[src/sv/tspat_pkg.sv]
// ----------------------------------------------------------------------------
// tspat_pkg - shared types and codes for the PAT section parser
// Result kinds, error codes and the result record passed from the parse
// core to the top level.
// ----------------------------------------------------------------------------
package tspat_pkg;

   // result kinds
   localparam logic [1:0] KIND_ENTRY    = 2'd0;
   localparam logic [1:0] KIND_COMPLETE = 2'd1;
   localparam logic [1:0] KIND_ERROR    = 2'd2;

   // error codes
   localparam logic [1:0] ERR_NONE      = 2'd0;
   localparam logic [1:0] ERR_TABLE_ID  = 2'd1;
   localparam logic [1:0] ERR_TRUNCATED = 2'd2;
   localparam logic [1:0] ERR_SHORT_LEN = 2'd3;

   // smallest legal section length (header after length plus CRC)
   localparam logic [11:0] MIN_SECTION_LEN = 12'd9;

   // table id of a program association table
   localparam logic [7:0] PAT_TABLE_ID = 8'h00;

   // packed result widths
   localparam int RSP_DATA_W = 120;
   localparam int RSP_USER_W = 2;

   typedef struct packed {
      logic [1:0]  result_kind;
      logic [15:0] program_number;
      logic [12:0] entry_pid;
      logic [15:0] stream_id;
      logic [4:0]  version;
      logic        current_next;
      logic        syntax_bit;
      logic [7:0]  section_index;
      logic [7:0]  last_section_index;
      logic [11:0] section_length;
      logic [31:0] section_crc;
      logic [1:0]  error_code;
   } tspat_result_type;

endpackage

[src/sv/ts_pat_section_parser.sv]
// ----------------------------------------------------------------------------
// ts_pat_section_parser - program association table section parser
// Streams a PAT section in one byte per transfer and streams out one record
// per program entry, one at section end, or one error record.
// ----------------------------------------------------------------------------
// The block takes one section byte per clock cycle and sustains that rate as
// long as the result side keeps rsp_tready high. A byte waits in the input
// register until its result, if any, has room in the result register, which
// drives rsp_tvalid (one input register, one result register). Set req_tuser
// on the table id byte to start a section and req_tlast on the last byte
// available. Each four-byte entry yields an entry record, the fourth CRC byte
// yields a completion record carrying the CRC as read (not checked), and a bad
// table id, a section length below 9, or an early req_tlast yields an error
// record and drops the section. Bytes outside a section are discarded.
module ts_pat_section_parser (
   input  logic                              clock,
   input  logic                              reset,
   input  logic                              req_tvalid,
   output logic                              req_tready,
   input  logic [7:0]                        req_tdata,  // [7:0] data_byte
   input  logic                              req_tlast,  // buffer_end
   input  logic                              req_tuser,  // section_start
   output logic                              rsp_tvalid,
   input  logic                              rsp_tready,
   // [15:0] program_number, [28:16] entry_pid, [44:29] stream_id,
   // [49:45] version, [50] current_next, [51] syntax_bit,
   // [59:52] section_index, [67:60] last_section_index,
   // [79:68] section_length, [111:80] section_crc, [113:112] error_code,
   // [119:114] zero
   output logic [tspat_pkg::RSP_DATA_W-1:0]  rsp_tdata,
   output logic [tspat_pkg::RSP_USER_W-1:0]  rsp_tuser   // [1:0] result_kind
);
   import tspat_pkg::*;

   logic             s1_valid_ff, s1_valid_in;
   logic [7:0]       s1_byte_ff;
   logic             s1_start_ff;
   logic             s1_end_ff;
   logic             rsp_valid_ff, rsp_valid_in;
   tspat_result_type rsp_ff;
   logic             step;
   logic             out_free;
   logic             res_valid;
   tspat_result_type res;

   tspat_core u_core (
      .clock         (clock),
      .reset         (reset),
      .step          (step),
      .data_byte     (s1_byte_ff),
      .section_start (s1_start_ff),
      .buffer_end    (s1_end_ff),
      .res_valid     (res_valid),
      .res           (res)
   );

   // advance the held byte when its result, if any, has a place to go
   assign out_free     = !rsp_valid_ff || rsp_tready;
   assign step         = s1_valid_ff && (!res_valid || out_free);
   assign req_tready   = !s1_valid_ff || step;
   assign s1_valid_in  = req_tvalid || (s1_valid_ff && !step);
   assign rsp_valid_in = out_free ? (step && res_valid) : rsp_valid_ff;

   // input register
   always_ff @(posedge clock) begin
      if (reset) begin
         s1_valid_ff <= 1'b0;
      end else if (req_tready) begin
         s1_valid_ff <= s1_valid_in;
      end
   end

   always_ff @(posedge clock) begin
      if (req_tvalid && req_tready) begin
         s1_byte_ff  <= req_tdata;
         s1_start_ff <= req_tuser;
         s1_end_ff   <= req_tlast;
      end
   end

   // result register
   always_ff @(posedge clock) begin
      if (reset) begin
         rsp_valid_ff <= 1'b0;
      end else begin
         rsp_valid_ff <= rsp_valid_in;
      end
   end

   always_ff @(posedge clock) begin
      if (step && res_valid && out_free) begin
         rsp_ff <= res;
      end
   end

   // pack the transfer
   assign rsp_tvalid = rsp_valid_ff;
   assign rsp_tuser  = rsp_ff.result_kind;
   assign rsp_tdata  = {6'd0,
                        rsp_ff.error_code,
                        rsp_ff.section_crc,
                        rsp_ff.section_length,
                        rsp_ff.last_section_index,
                        rsp_ff.section_index,
                        rsp_ff.syntax_bit,
                        rsp_ff.current_next,
                        rsp_ff.version,
                        rsp_ff.stream_id,
                        rsp_ff.entry_pid,
                        rsp_ff.program_number};

endmodule

[src/sv/tspat_core.sv]
// ----------------------------------------------------------------------------
// tspat_core - byte-wise PAT section field extractor
// Walks the section header, entries and CRC one byte per step and returns
// at most one result record for each byte.
// ----------------------------------------------------------------------------
module tspat_core (
   input  logic                        clock,
   input  logic                        reset,
   input  logic                        step,
   input  logic [7:0]                  data_byte,
   input  logic                        section_start,
   input  logic                        buffer_end,
   output logic                        res_valid,
   output tspat_pkg::tspat_result_type res
);
   import tspat_pkg::*;

   typedef enum logic [3:0] {
      PH_IDLE,
      PH_LEN_HI,
      PH_LEN_LO,
      PH_TSID_HI,
      PH_TSID_LO,
      PH_VER,
      PH_SEC,
      PH_LAST,
      PH_ENTRY,
      PH_CRC
   } phase_type;

   phase_type   phase_ff, phase_in;
   logic [1:0]  pos_ff, pos_in;
   logic [9:0]  entries_ff, entries_in;
   logic [11:0] length_ff, length_in;
   logic [15:0] sid_ff, sid_in;
   logic        syntax_ff, syntax_in;
   logic [4:0]  version_ff, version_in;
   logic        cn_ff, cn_in;
   logic [7:0]  sec_ff, sec_in;
   logic [7:0]  last_ff, last_in;
   logic [31:0] shift_ff, shift_in;

   logic [11:0] len_full;
   logic [11:0] len_excess;
   logic [31:0] shifted;
   logic        trunc_check;

   // header fields shared by entry and completion results
   function automatic tspat_result_type header_rec(
      input logic [1:0]  kind,
      input logic [15:0] prog,
      input logic [12:0] pid,
      input logic [31:0] crc,
      input logic [15:0] sid,
      input logic [4:0]  ver,
      input logic        cn,
      input logic        syn,
      input logic [7:0]  sec,
      input logic [7:0]  lst,
      input logic [11:0] len
   );
      tspat_result_type r;
      r.result_kind        = kind;
      r.program_number     = prog;
      r.entry_pid          = pid;
      r.stream_id          = sid;
      r.version            = ver;
      r.current_next       = cn;
      r.syntax_bit         = syn;
      r.section_index      = sec;
      r.last_section_index = lst;
      r.section_length     = len;
      r.section_crc        = crc;
      r.error_code         = ERR_NONE;
      return r;
   endfunction

   assign len_full   = {length_ff[11:8], data_byte};
   assign len_excess = len_full - MIN_SECTION_LEN;
   assign shifted    = {shift_ff[23:0], data_byte};

   // decode one byte
   always_comb begin
      phase_in    = phase_ff;
      pos_in      = pos_ff;
      entries_in  = entries_ff;
      length_in   = length_ff;
      sid_in      = sid_ff;
      syntax_in   = syntax_ff;
      version_in  = version_ff;
      cn_in       = cn_ff;
      sec_in      = sec_ff;
      last_in     = last_ff;
      shift_in    = shift_ff;
      res_valid   = 1'b0;
      res         = '0;
      trunc_check = 1'b0;

      if (section_start) begin
         if (data_byte != PAT_TABLE_ID) begin
            res_valid      = 1'b1;
            res.result_kind = KIND_ERROR;
            res.error_code  = ERR_TABLE_ID;
            phase_in       = PH_IDLE;
         end else begin
            pos_in      = 2'd0;
            entries_in  = '0;
            shift_in    = '0;
            phase_in    = PH_LEN_HI;
            trunc_check = 1'b1;
         end
      end else begin
         unique case (phase_ff)
            PH_IDLE: begin
               phase_in = PH_IDLE;
            end
            PH_LEN_HI: begin
               syntax_in   = data_byte[7];
               length_in   = {data_byte[3:0], 8'h00};
               phase_in    = PH_LEN_LO;
               trunc_check = 1'b1;
            end
            PH_LEN_LO: begin
               length_in = len_full;
               if (len_full < MIN_SECTION_LEN) begin
                  res_valid       = 1'b1;
                  res.result_kind = KIND_ERROR;
                  res.error_code  = ERR_SHORT_LEN;
                  phase_in        = PH_IDLE;
               end else begin
                  entries_in  = len_excess[11:2];
                  phase_in    = PH_TSID_HI;
                  trunc_check = 1'b1;
               end
            end
            PH_TSID_HI: begin
               sid_in      = {data_byte, 8'h00};
               phase_in    = PH_TSID_LO;
               trunc_check = 1'b1;
            end
            PH_TSID_LO: begin
               sid_in      = {sid_ff[15:8], data_byte};
               phase_in    = PH_VER;
               trunc_check = 1'b1;
            end
            PH_VER: begin
               version_in  = data_byte[5:1];
               cn_in       = data_byte[0];
               phase_in    = PH_SEC;
               trunc_check = 1'b1;
            end
            PH_SEC: begin
               sec_in      = data_byte;
               phase_in    = PH_LAST;
               trunc_check = 1'b1;
            end
            PH_LAST: begin
               last_in     = data_byte;
               pos_in      = 2'd0;
               shift_in    = '0;
               phase_in    = (entries_ff == '0) ? PH_CRC : PH_ENTRY;
               trunc_check = 1'b1;
            end
            PH_ENTRY: begin
               shift_in = shifted;
               if (pos_ff != 2'd3) begin
                  pos_in      = pos_ff + 2'd1;
                  trunc_check = 1'b1;
               end else begin
                  pos_in     = 2'd0;
                  entries_in = entries_ff - 10'd1;
                  if (entries_in == '0) begin
                     phase_in = PH_CRC;
                  end
                  if (buffer_end) begin
                     res_valid       = 1'b1;
                     res.result_kind = KIND_ERROR;
                     res.error_code  = ERR_TRUNCATED;
                     phase_in        = PH_IDLE;
                  end else begin
                     shift_in  = '0;
                     res_valid = 1'b1;
                     res = header_rec(KIND_ENTRY, shifted[31:16], shifted[12:0], '0,
                                      sid_ff, version_ff, cn_ff, syntax_ff,
                                      sec_ff, last_ff, length_ff);
                  end
               end
            end
            PH_CRC: begin
               shift_in = shifted;
               if (pos_ff != 2'd3) begin
                  pos_in      = pos_ff + 2'd1;
                  trunc_check = 1'b1;
               end else begin
                  pos_in    = 2'd0;
                  phase_in  = PH_IDLE;
                  res_valid = 1'b1;
                  res = header_rec(KIND_COMPLETE, '0, '0, shifted,
                                   sid_ff, version_ff, cn_ff, syntax_ff,
                                   sec_ff, last_ff, length_ff);
               end
            end
            default: begin
               phase_in = PH_IDLE;
            end
         endcase
      end

      // drop the section when the buffer runs out early
      if (trunc_check && buffer_end) begin
         res_valid       = 1'b1;
         res             = '0;
         res.result_kind = KIND_ERROR;
         res.error_code  = ERR_TRUNCATED;
         phase_in        = PH_IDLE;
      end
   end

   // hold parse state; advance only on a processed byte
   always_ff @(posedge clock) begin
      if (reset) begin
         phase_ff   <= PH_IDLE;
         pos_ff     <= 2'd0;
         entries_ff <= '0;
      end else if (step) begin
         phase_ff   <= phase_in;
         pos_ff     <= pos_in;
         entries_ff <= entries_in;
         length_ff  <= length_in;
         sid_ff     <= sid_in;
         syntax_ff  <= syntax_in;
         version_ff <= version_in;
         cn_ff      <= cn_in;
         sec_ff     <= sec_in;
         last_ff    <= last_in;
         shift_ff   <= shift_in;
      end
   end

endmodule

[config.mk]
export PLATFORM = sky130hd
export DESIGN_NAME = ts_pat_section_parser
export DESIGN_NICKNAME = d
export VERILOG_FILES = /design/src/sv/tspat_pkg.sv /design/src/sv/ts_pat_section_parser.sv /design/src/sv/tspat_core.sv
export SDC_FILE = /design/constraint.sdc
export NUM_CORES = 1
export LEC_CHECK = 0
export ABC_AREA = 0
export BUFFER_PORTS_ARGS = -buffer_cell sky130_fd_sc_hd__clkbuf_2
export CAP_MARGIN = 10
export CORE_MARGIN = 2
export CORE_UTILIZATION = 53
export CTS_BUF_LIST = sky130_fd_sc_hd__clkbuf_8
export DETAILED_ROUTE_END_ITERATION = 8
export GPL_ROUTABILITY_DRIVEN = 0
export GPL_TIMING_DRIVEN = 0
export PLACE_DENSITY = 0.84
export SKIP_LAST_GASP = 1
export SYNTH_ARGS = -nofsm -noshare
export SYNTH_HDL_FRONTEND = slang
export SYNTH_HIERARCHICAL = 1
export SYNTH_SLANG_ARGS = --single-unit
[constraint.sdc]
create_clock -name clock -period 7.1 [get_ports clock]
set_input_delay 0.355 -clock clock [delete_from_list [all_inputs] [get_ports clock]]
set_output_delay 0.355 -clock clock [all_outputs]
set_load 0.05 [all_outputs]
==> impl_results.md, run 1 <==
- Hold Startpoint: req_tdata[3]
- Highest-delay cell along the critical path: nor3_1
- I/O Buffers: 131
- Placed cells: 975
- Final HPWL DP: 12.2 mm
- Yosys cell types: 62
- Clock buffer depth: 3
- Ranking of synthesized cells by area: edfxtp_1, and2_1, dfxtp_1, and3_1, clkbuf_1
- RSZ-0062 raised after global routing: no
- Critical path data arrival time: 5.04 ns
- Hold Path Depth: 1
- Via-per-instance ratio: 5.40
- Crit-path max FO: 10
- Ant diodes: 0
- Clock root buffer: clkbuf_8
- Number of synthesized flops with an enable pin: 201
- Comb power frac: 0.052
- Post-synthesis register bit count: 219
- Cts hold-fix bufs: 9
- Clock power frac: 0.379
- CP startpoint: s1_byte_ff[5]
- CP startpoint kind: flop
- Critical Path RT: 7.22 ns
- Reg2Reg Launch Point: s1_byte_ff[5]
- Pin count of the biggest net entering global routing: 33
- Total negative slack: 0 ns
- Internal Power: 1.96 mW
- TritonCTS clock tree: done
- Setup WS pre-CTS: 2.10 ns
- Worst-path clk slew: 0.06 ns
- Final Slew Violations: 0
- Flop pwr share: 0.569
- Most common cell in the synthesized netlist: edfxtp_1
- Worst skew pair latency: 0.51 ns
- Critical path class: reg -> reg
- Worst slew pin tran: 1.23 ns
- Fin cells: 1044
- Die width: 133 um
- Nets@finish: 820
- Register-to-register setup slack: 2.18 ns
- Sw Pwr: 0.556 mW
- Worst path cell trace: clkbuf_1 -> nor4_2 -> a31oi_1 -> o21ai_1 -> and2_1 -> nand3_1 -> a21boi_1 -> nand3_1 -> nor2_1 -> nand2_1 -> nor3_1
- Outcome: finished clean
- Rows: 47
- Worst Hold Class: in -> reg
- Post-CTS Setup Bufs: 0
- Worst Hold End: s1_byte_ff[3]
- IO Pins: 138
- Layout area overhead: 20.3%
- Mean Syn Cell Area: 14.4 um2
- Global Route Usage Sum: 0.204
- Crit-path max cell delay: 0.92 ns
- WHS: 0.0341 ns
- Initial antenna violation count: 0
- Detailed Route WL: 18.1 mm
- Power per cell area: 237 nW/um2
- Post-route DRC: 0
- Routed Antenna Nets: 0
- CP most frequent cell: nand3_1
- First-pass GRT wire length: 27.9 mm
- Starting Density: 0.536
- Die Y: 133 um
- Max-cap viol count: 0
- CTS Buf Count: 35
- Layout cell share with drive strength beyond 1: 0.242
- Remaining Overflow, GRT: 0
- Final min period: 4.92 ns
- Post-synth top area share: 0.683
- DR WL/cell: 17.3 um
- Post-synth top area cell: edfxtp_1
- Worst Skew: 0.0146 ns
- Htree depth: 2
- Drt pass-1 iters: 5
- Initial drt markers: 535
- Period utilization: 0.693
- Sw frac: 0.221
- Vias in the first global route: 5273
- Commonest cells in the netlist: edfxtp_1, and2_1, clkbuf_1, and3_1
- Core footprint: 16500 um2
- Worst setup margin: 2.18 ns
- Total number of vias: 5636
- Mapped cell area: 8830 um2
- Total die area: 17700 um2
- P_leak: 4.31 nW
- Worst vdd ir: 0.000182 V
- Reg2reg end: u_core/version_ff[2]
- Post-cts resize count: 0
- Number of clock sinks: 219
- Synth async-reset ratio: 0
- Hold Violations, Final: 0
- CP Capture Type: flop
- Syn Inst Count: 614
- Peak Freq: 203 MHz
- Main synth FF type: edfxtp_1
- Ys Warns: 6
- Relative slew slack: 0.175
- Post-synthesis sequential area ratio: 0.724
- Final setup violation count: 0
- Worst r2r path cells: 11
sequential cells by signal (all words and copies together) (netlist names):
register	count
rsp_tdata	114
rsp_tuser	2
rsp_tvalid	1
s1_byte_ff	8
s1_end_ff	1
s1_start_ff	1
s1_valid_ff	1
u_core/cn_ff	1
u_core/entries_ff	10
u_core/last_ff	8
u_core/length_ff	12
u_core/phase_ff	4
u_core/pos_ff	2
u_core/sec_ff	8
u_core/shift_ff	24
u_core/sid_ff	16
u_core/syntax_ff	1
u_core/version_ff	5
layout make-up:
cell class | count | area (um2)
Timing Repair Buffer | 147 | 873
Clock buffer | 36 | 495
Tap cell | 220 | 275
Buffer | 44 | 200
Clock inverter | 22 | 118
Multi-Input combinational cell | 348 | 2240
Inverter | 8 | 30.0
Fill cell | 1200 | 5840
Sequential cell | 219 | 6400
power by group through the flow:
stage                     clock network (mW)  logic [mW]  registers, mW
after floorplan                            0      0.0549           1.49
after global placement                     0       0.117           1.46
after detailed placement                   0       0.126           1.46
after CTS                              0.975       0.130           1.43
after global routing                    1.04       0.139           1.43
final                                  0.952       0.131           1.43
critical path, delay by kind of cell (launching register included):
| family | cells | cell delay (ns) |
|---|---|---|
| AND/OR/NAND/NOR | 7 | 2.48 |
| flip-flops | 1 | 0.47 |
| buffers and inverters | 1 | 0.31 |
| AO/OA/AOI/OAI | 3 | 1.27 |
placed cells by master, fill, tap and decap left out, types with 6 or more instances in the layout:
cell type / n
edfxtp_1: 201
clkbuf_2: 131
and2_1: 130
clkbuf_8: 36
clkbuf_1: 32
and3_1: 29
inv_1: 21
a21oi_1: 18
dfxtp_1: 18
nand2_1: 16
nor2_1: 16
nand3_1: 16
nor3_1: 13
dlygate4sd3_1: 9
xnor2_1: 9
nor2b_1: 8
o21ai_0: 7
buf_4: 6
conb_1: 6
clkinv_1: 6
routing by layer:
metal / track usage / vias to the layer above / wire (um)
li1: - / 2614 / -
met1: 0.266 / 2668 / 7300
met2: 0.335 / 296 / 8680
met3: 0.0453 / 58 / 1430
met4: 0.0857 / 0 / 647
met5: 0 / - / 0
logic make-up after synthesis:
group	count (synthesis)	synth area share
buf+inv	52	0.0261
mux	1	0.00113
compound gates	65	0.0551
fa+ha+maj	3	0.00425
xor+xnor	12	0.0119
simple gates	261	0.177
flops	219	0.724
other cells	1	0.000425
worst max path at each step:
stage	to	cells past startpoint
floorplan	rsp_tdata[0]	8
global placement	rsp_tdata[37]	7
detailed placement	u_core/sid_ff[9]	11
CTS	u_core/sid_ff[10]	11
global route	u_core/version_ff[4]	11
finish	u_core/version_ff[2]	11
stage by stage:
| step | instance area (um2) | util | power (mW) |
|---|---|---|---|
| 2_1_floorplan | 8850 | - | 1.55 |
| 3_3_place_gp | 9790 | 0.594 | 1.58 |
| 3_5_place_dp | 9910 | 0.602 | 1.58 |
| 4_1_cts | 10600 | 0.644 | 2.54 |
| 5_1_grt | 10600 | 0.645 | 2.61 |
| 6_report | 10600 | 0.645 | 2.51 |
(Power assumes the default switching activity.)
==> inputs of run 2 (changes only) <==
--- a/config.mk
+++ b/config.mk
@@ -5,16 +5,16 @@
 export SDC_FILE = /design/constraint.sdc
 export NUM_CORES = 1
 export LEC_CHECK = 0
-export ABC_AREA = 0
+export ABC_AREA = 1
 export BUFFER_PORTS_ARGS = -buffer_cell sky130_fd_sc_hd__clkbuf_2
 export CAP_MARGIN = 10
 export CORE_MARGIN = 2
-export CORE_UTILIZATION = 53
+export CORE_UTILIZATION = 59
 export CTS_BUF_LIST = sky130_fd_sc_hd__clkbuf_8
 export DETAILED_ROUTE_END_ITERATION = 8
 export GPL_ROUTABILITY_DRIVEN = 0
 export GPL_TIMING_DRIVEN = 0
-export PLACE_DENSITY = 0.84
+export PLACE_DENSITY = 0.88
 export SKIP_LAST_GASP = 1
 export SYNTH_ARGS = -nofsm -noshare
 export SYNTH_HDL_FRONTEND = slang
==> constraint.sdc (replaced) <==
create_clock -name clock -period 5 [get_ports clock]
set_input_delay 0.25 -clock clock [delete_from_list [all_inputs] [get_ports clock]]
set_output_delay 0.25 -clock clock [all_outputs]
set_load 0.05 [all_outputs]
==> run 2 against run 1 <==
  * Hold slack improved by 0.11 ns
  * Largest cell class unchanged
  * Synthesized area rose by 0.42%
  * Sequential share of layout area rose by 0.23 points
  * Global-route usage rose by 3.3 points
  * Power rose by 50%
  * Clock power rose by 42%
  * First-iteration DRC count rose by 41%
==> impl_results.md, run 2 <==
- Outcome: finished clean
- Worst setup margin: 1.41 ns (-0.766 ns)
- Via-per-instance ratio: 5.35 (-0.84%)
- DR WL/cell: 16.2 um (-6.3%)
- Total die area: 16000 um2 (-9.5%)
- Post-synthesis sequential area ratio: 0.721 (-0.00306)
- Drt pass-1 iters: 8 (+3)
- Ys Warns: 6 (unchanged)
- Nets@finish: 982 (+20%)
- Post-route DRC: 0 (unchanged)
- Initial antenna violation count: 0 (unchanged)
- Number of synthesized flops with an enable pin: 201 (unchanged)
- Final Slew Violations: 0 (unchanged)
- CP startpoint kind: flop
- Layout cell share with drive strength beyond 1: 0.231 (-0.0104)
- Most common cell in the synthesized netlist: edfxtp_1
- Global Route Usage Sum: 0.237 (+0.0333)
- Core footprint: 14600 um2 (-11%)
- Post-CTS Setup Bufs: 0 (unchanged)
- Synth async-reset ratio: 0 (unchanged)
- Worst Hold Class: in -> reg
- Commonest non-fill, non-tap cells in the layout: edfxtp_1, nor2_1, clkbuf_2, nand2_1, inv_1
- Power per cell area: 356 nW/um2 (+50%)
- Layout area overhead: 19.3%
- Vias in the first global route: 6015 (+14%)
- I/O Buffers: 131 (unchanged)
- P_leak: 4.12 nW (-4.5%)
- Period utilization: 0.717 (+0.0243)
- Worst slew pin tran: 0.841 ns (-0.387 ns)
- Die width: 127 um (-4.9%)
- Fin cells: 1175 (+13%)
- Critical path class: reg -> reg
- Internal Power: 2.80 mW (+43%)
- Worst Skew: 0.0196 ns (+0.00501 ns)
- Worst skew pair latency: 0.51 ns (about the same)
- Clock buffer depth: 3 (unchanged)
- Reg2Reg Launch Point: s1_byte_ff[4]
- CTS Buf Count: 35 (unchanged)
- Rows: 44 (-6.4%)
- Starting Density: 0.608 (+0.0716)
- Max-cap viol count: 0 (unchanged)
- Detailed Route WL: 19.0 mm (+5.5%)
- RSZ-0062 raised after global routing: no
- Post-synth top area share: 0.680 (-0.00289)
- Worst vdd ir: 0.000199 V (+9.3%)
- Peak Freq: 279 MHz (+37%)
- Multi-input logic area: 2030 um2 (-9.1%)
- Ant diodes: 0 (unchanged)
- Total number of vias: 6290 (+12%)
- Final min period: 3.59 ns (-1.33 ns)
- Sw Pwr: 0.962 mW (+73%)
- Comb power frac: 0.093 (+0.041)
- Htree depth: 2 (unchanged)
- Relative slew slack: 0.434 (+0.259)
- CP Capture Type: flop
- Sw frac: 0.255 (+0.0342)
- Hold Startpoint: rsp_tready
- Routed Antenna Nets: 0 (unchanged)
- Number of clock sinks: 219 (unchanged)
- Yosys cell types: 38 (-39%)
- Commonest cells in the netlist: edfxtp_1, nor2_1, nand2_1, inv_1, nor3_1
- Fillers: 945 (-21%)
- Main synth FF type: edfxtp_1
- Flop pwr share: 0.550 (-0.019)
- Initial drt markers: 754 (+41%)
- Crit-path max FO: 18 (+8)
- First-pass GRT wire length: 29.8 mm (+7.1%)
- Mean Syn Cell Area: 11.4 um2 (-21%)
- Mapped cell area: 8870 um2 (+0.42%)
- Critical path data arrival time: 3.80 ns (-1.24 ns)
- Cts hold-fix bufs: 13 (+4)
- Most common cell after layout, fill and taps aside: edfxtp_1
- Hold Violations, Final: 0 (unchanged)
- TritonCTS clock tree: done
- Die Y: 127 um (-4.9%)
- Pin count of the biggest net entering global routing: 76 (+130%)
- Remaining Overflow, GRT: 0 (unchanged)
- Post-synthesis register bit count: 219 (unchanged)
- Setup WS pre-CTS: 1.56 ns (-0.533 ns)
- Placed cells: 1099 (+13%)
- CP startpoint: s1_byte_ff[4]
- Clock root buffer: clkbuf_8
- Reg area: 6400 um2 (unchanged)
- Max FFs per register: 114 (unchanged)
- Post-cts resize count: 0 (unchanged)
- Post-synth top area cell: edfxtp_1
- Syn Inst Count: 777 (+27%)
- Final HPWL DP: 12.9 mm (+5.4%)
- Critical Path RT: 5.21 ns (-2.01 ns)
- Final setup violation count: 0 (unchanged)
- Ranking of synthesized cells by area: edfxtp_1, nor2_1, nand2_1, dfxtp_1, inv_1
- Clock power frac: 0.358 (-0.021)
- Worst-path clk slew: 0.06 ns (about the same)
- IO Pins: 138 (unchanged)
[run 2: cell types whose count changed after synthesis, sizes merged, moves of 21 or more]
cell / previous run / this run
nor3: 13 / 34
nor2: 18 / 197
and3: 29 / 0
inv: 7 / 78
and2: 130 / 0
nand2: 16 / 137
[run 2: power groups by stage]
| stage | Combinational, mW | Clock, mW | Sequential, mW |
|---|---|---|---|
| finish | 0.349 | 1.35 | 2.07 |
| global route | 0.371 | 1.45 | 2.07 |
| CTS | 0.347 | 1.37 | 2.07 |
| detailed placement | 0.337 | 0 | 2.11 |
| global placement | 0.327 | 0 | 2.11 |
| floorplan | 0.128 | 0 | 2.23 |
[run 2: worst paths after layout]
kind / endpoint / slack, ns / cells after the start
hold reg to reg: u_core/entries_ff[8] / 0.49 / 2
hold / removal: rsp_tvalid / 0.14 / 6
setup reg to reg: u_core/shift_ff[16] / 1.41 / 16
setup / recovery: u_core/shift_ff[16] / 1.41 / 16
[run 2: stage by stage]
stage | instance area, um2 | util | hold slack (ns) | power [mW] | TNS, ns
floorplan | 8890 | - | 0.312 | 2.36 | 0
global placement | 9780 | 0.670 | 0.429 | 2.44 | -31.61
detailed placement | 9840 | 0.674 | 0.429 | 2.45 | 0
CTS | 10600 | 0.725 | 0.121 | 3.79 | 0
global route | 10600 | 0.725 | 0.185 | 3.90 | 0
finish | 10600 | 0.725 | 0.143 | 3.77 | 0
[run 2: routing by layer]
layer	wire, um	track usage	up-vias
li1	-	-	2950
met1	7510	0.314	2955
met2	9340	0.387	329
met3	1640	0.0510	56
met4	552	0.0957	0
met5	0	0	-
[run 2: cells by family (layout without fill, tap and decap cells)]
family	count (synthesis)	in the layout	synth area share
buf+inv	113	322	0.0522
simple gates	394	394	0.187
xor+xnor	2	2	0.00197
fa+ha+maj	3	3	0.00423
compound gates	45	45	0.0330
other cells	1	6	0.000423
flops	219	219	0.721
[run 2: worst max-delay path, cell delays in order, from the launching register on]
cell	delay (ns)
edfxtp_1	0.52
nor2_1	0.22
nand2_1	0.16
nor2_1	0.20
nand2_1	0.09
nand2_1	0.16
nand3_2	0.10
nand3_1	0.14
nand2_1	0.15
inv_1	0.10
o21ai_0	0.09
inv_1	0.20
o31ai_1	0.12
nor2_1	0.26
inv_1	0.15
nor2_2	0.39
buf_16	0.22
[run 2: layout make-up]
cell class / instances / area share
inverters: 80 / 0.0291
flip-flops and latches: 219 / 0.604
plain buffers: 33 / 0.0149
repair buffers: 146 / 0.0794
well taps: 184 / 0.0218
clock buffers: 37 / 0.0481
multi-input cells: 450 / 0.192
clock inverters: 26 / 0.0103
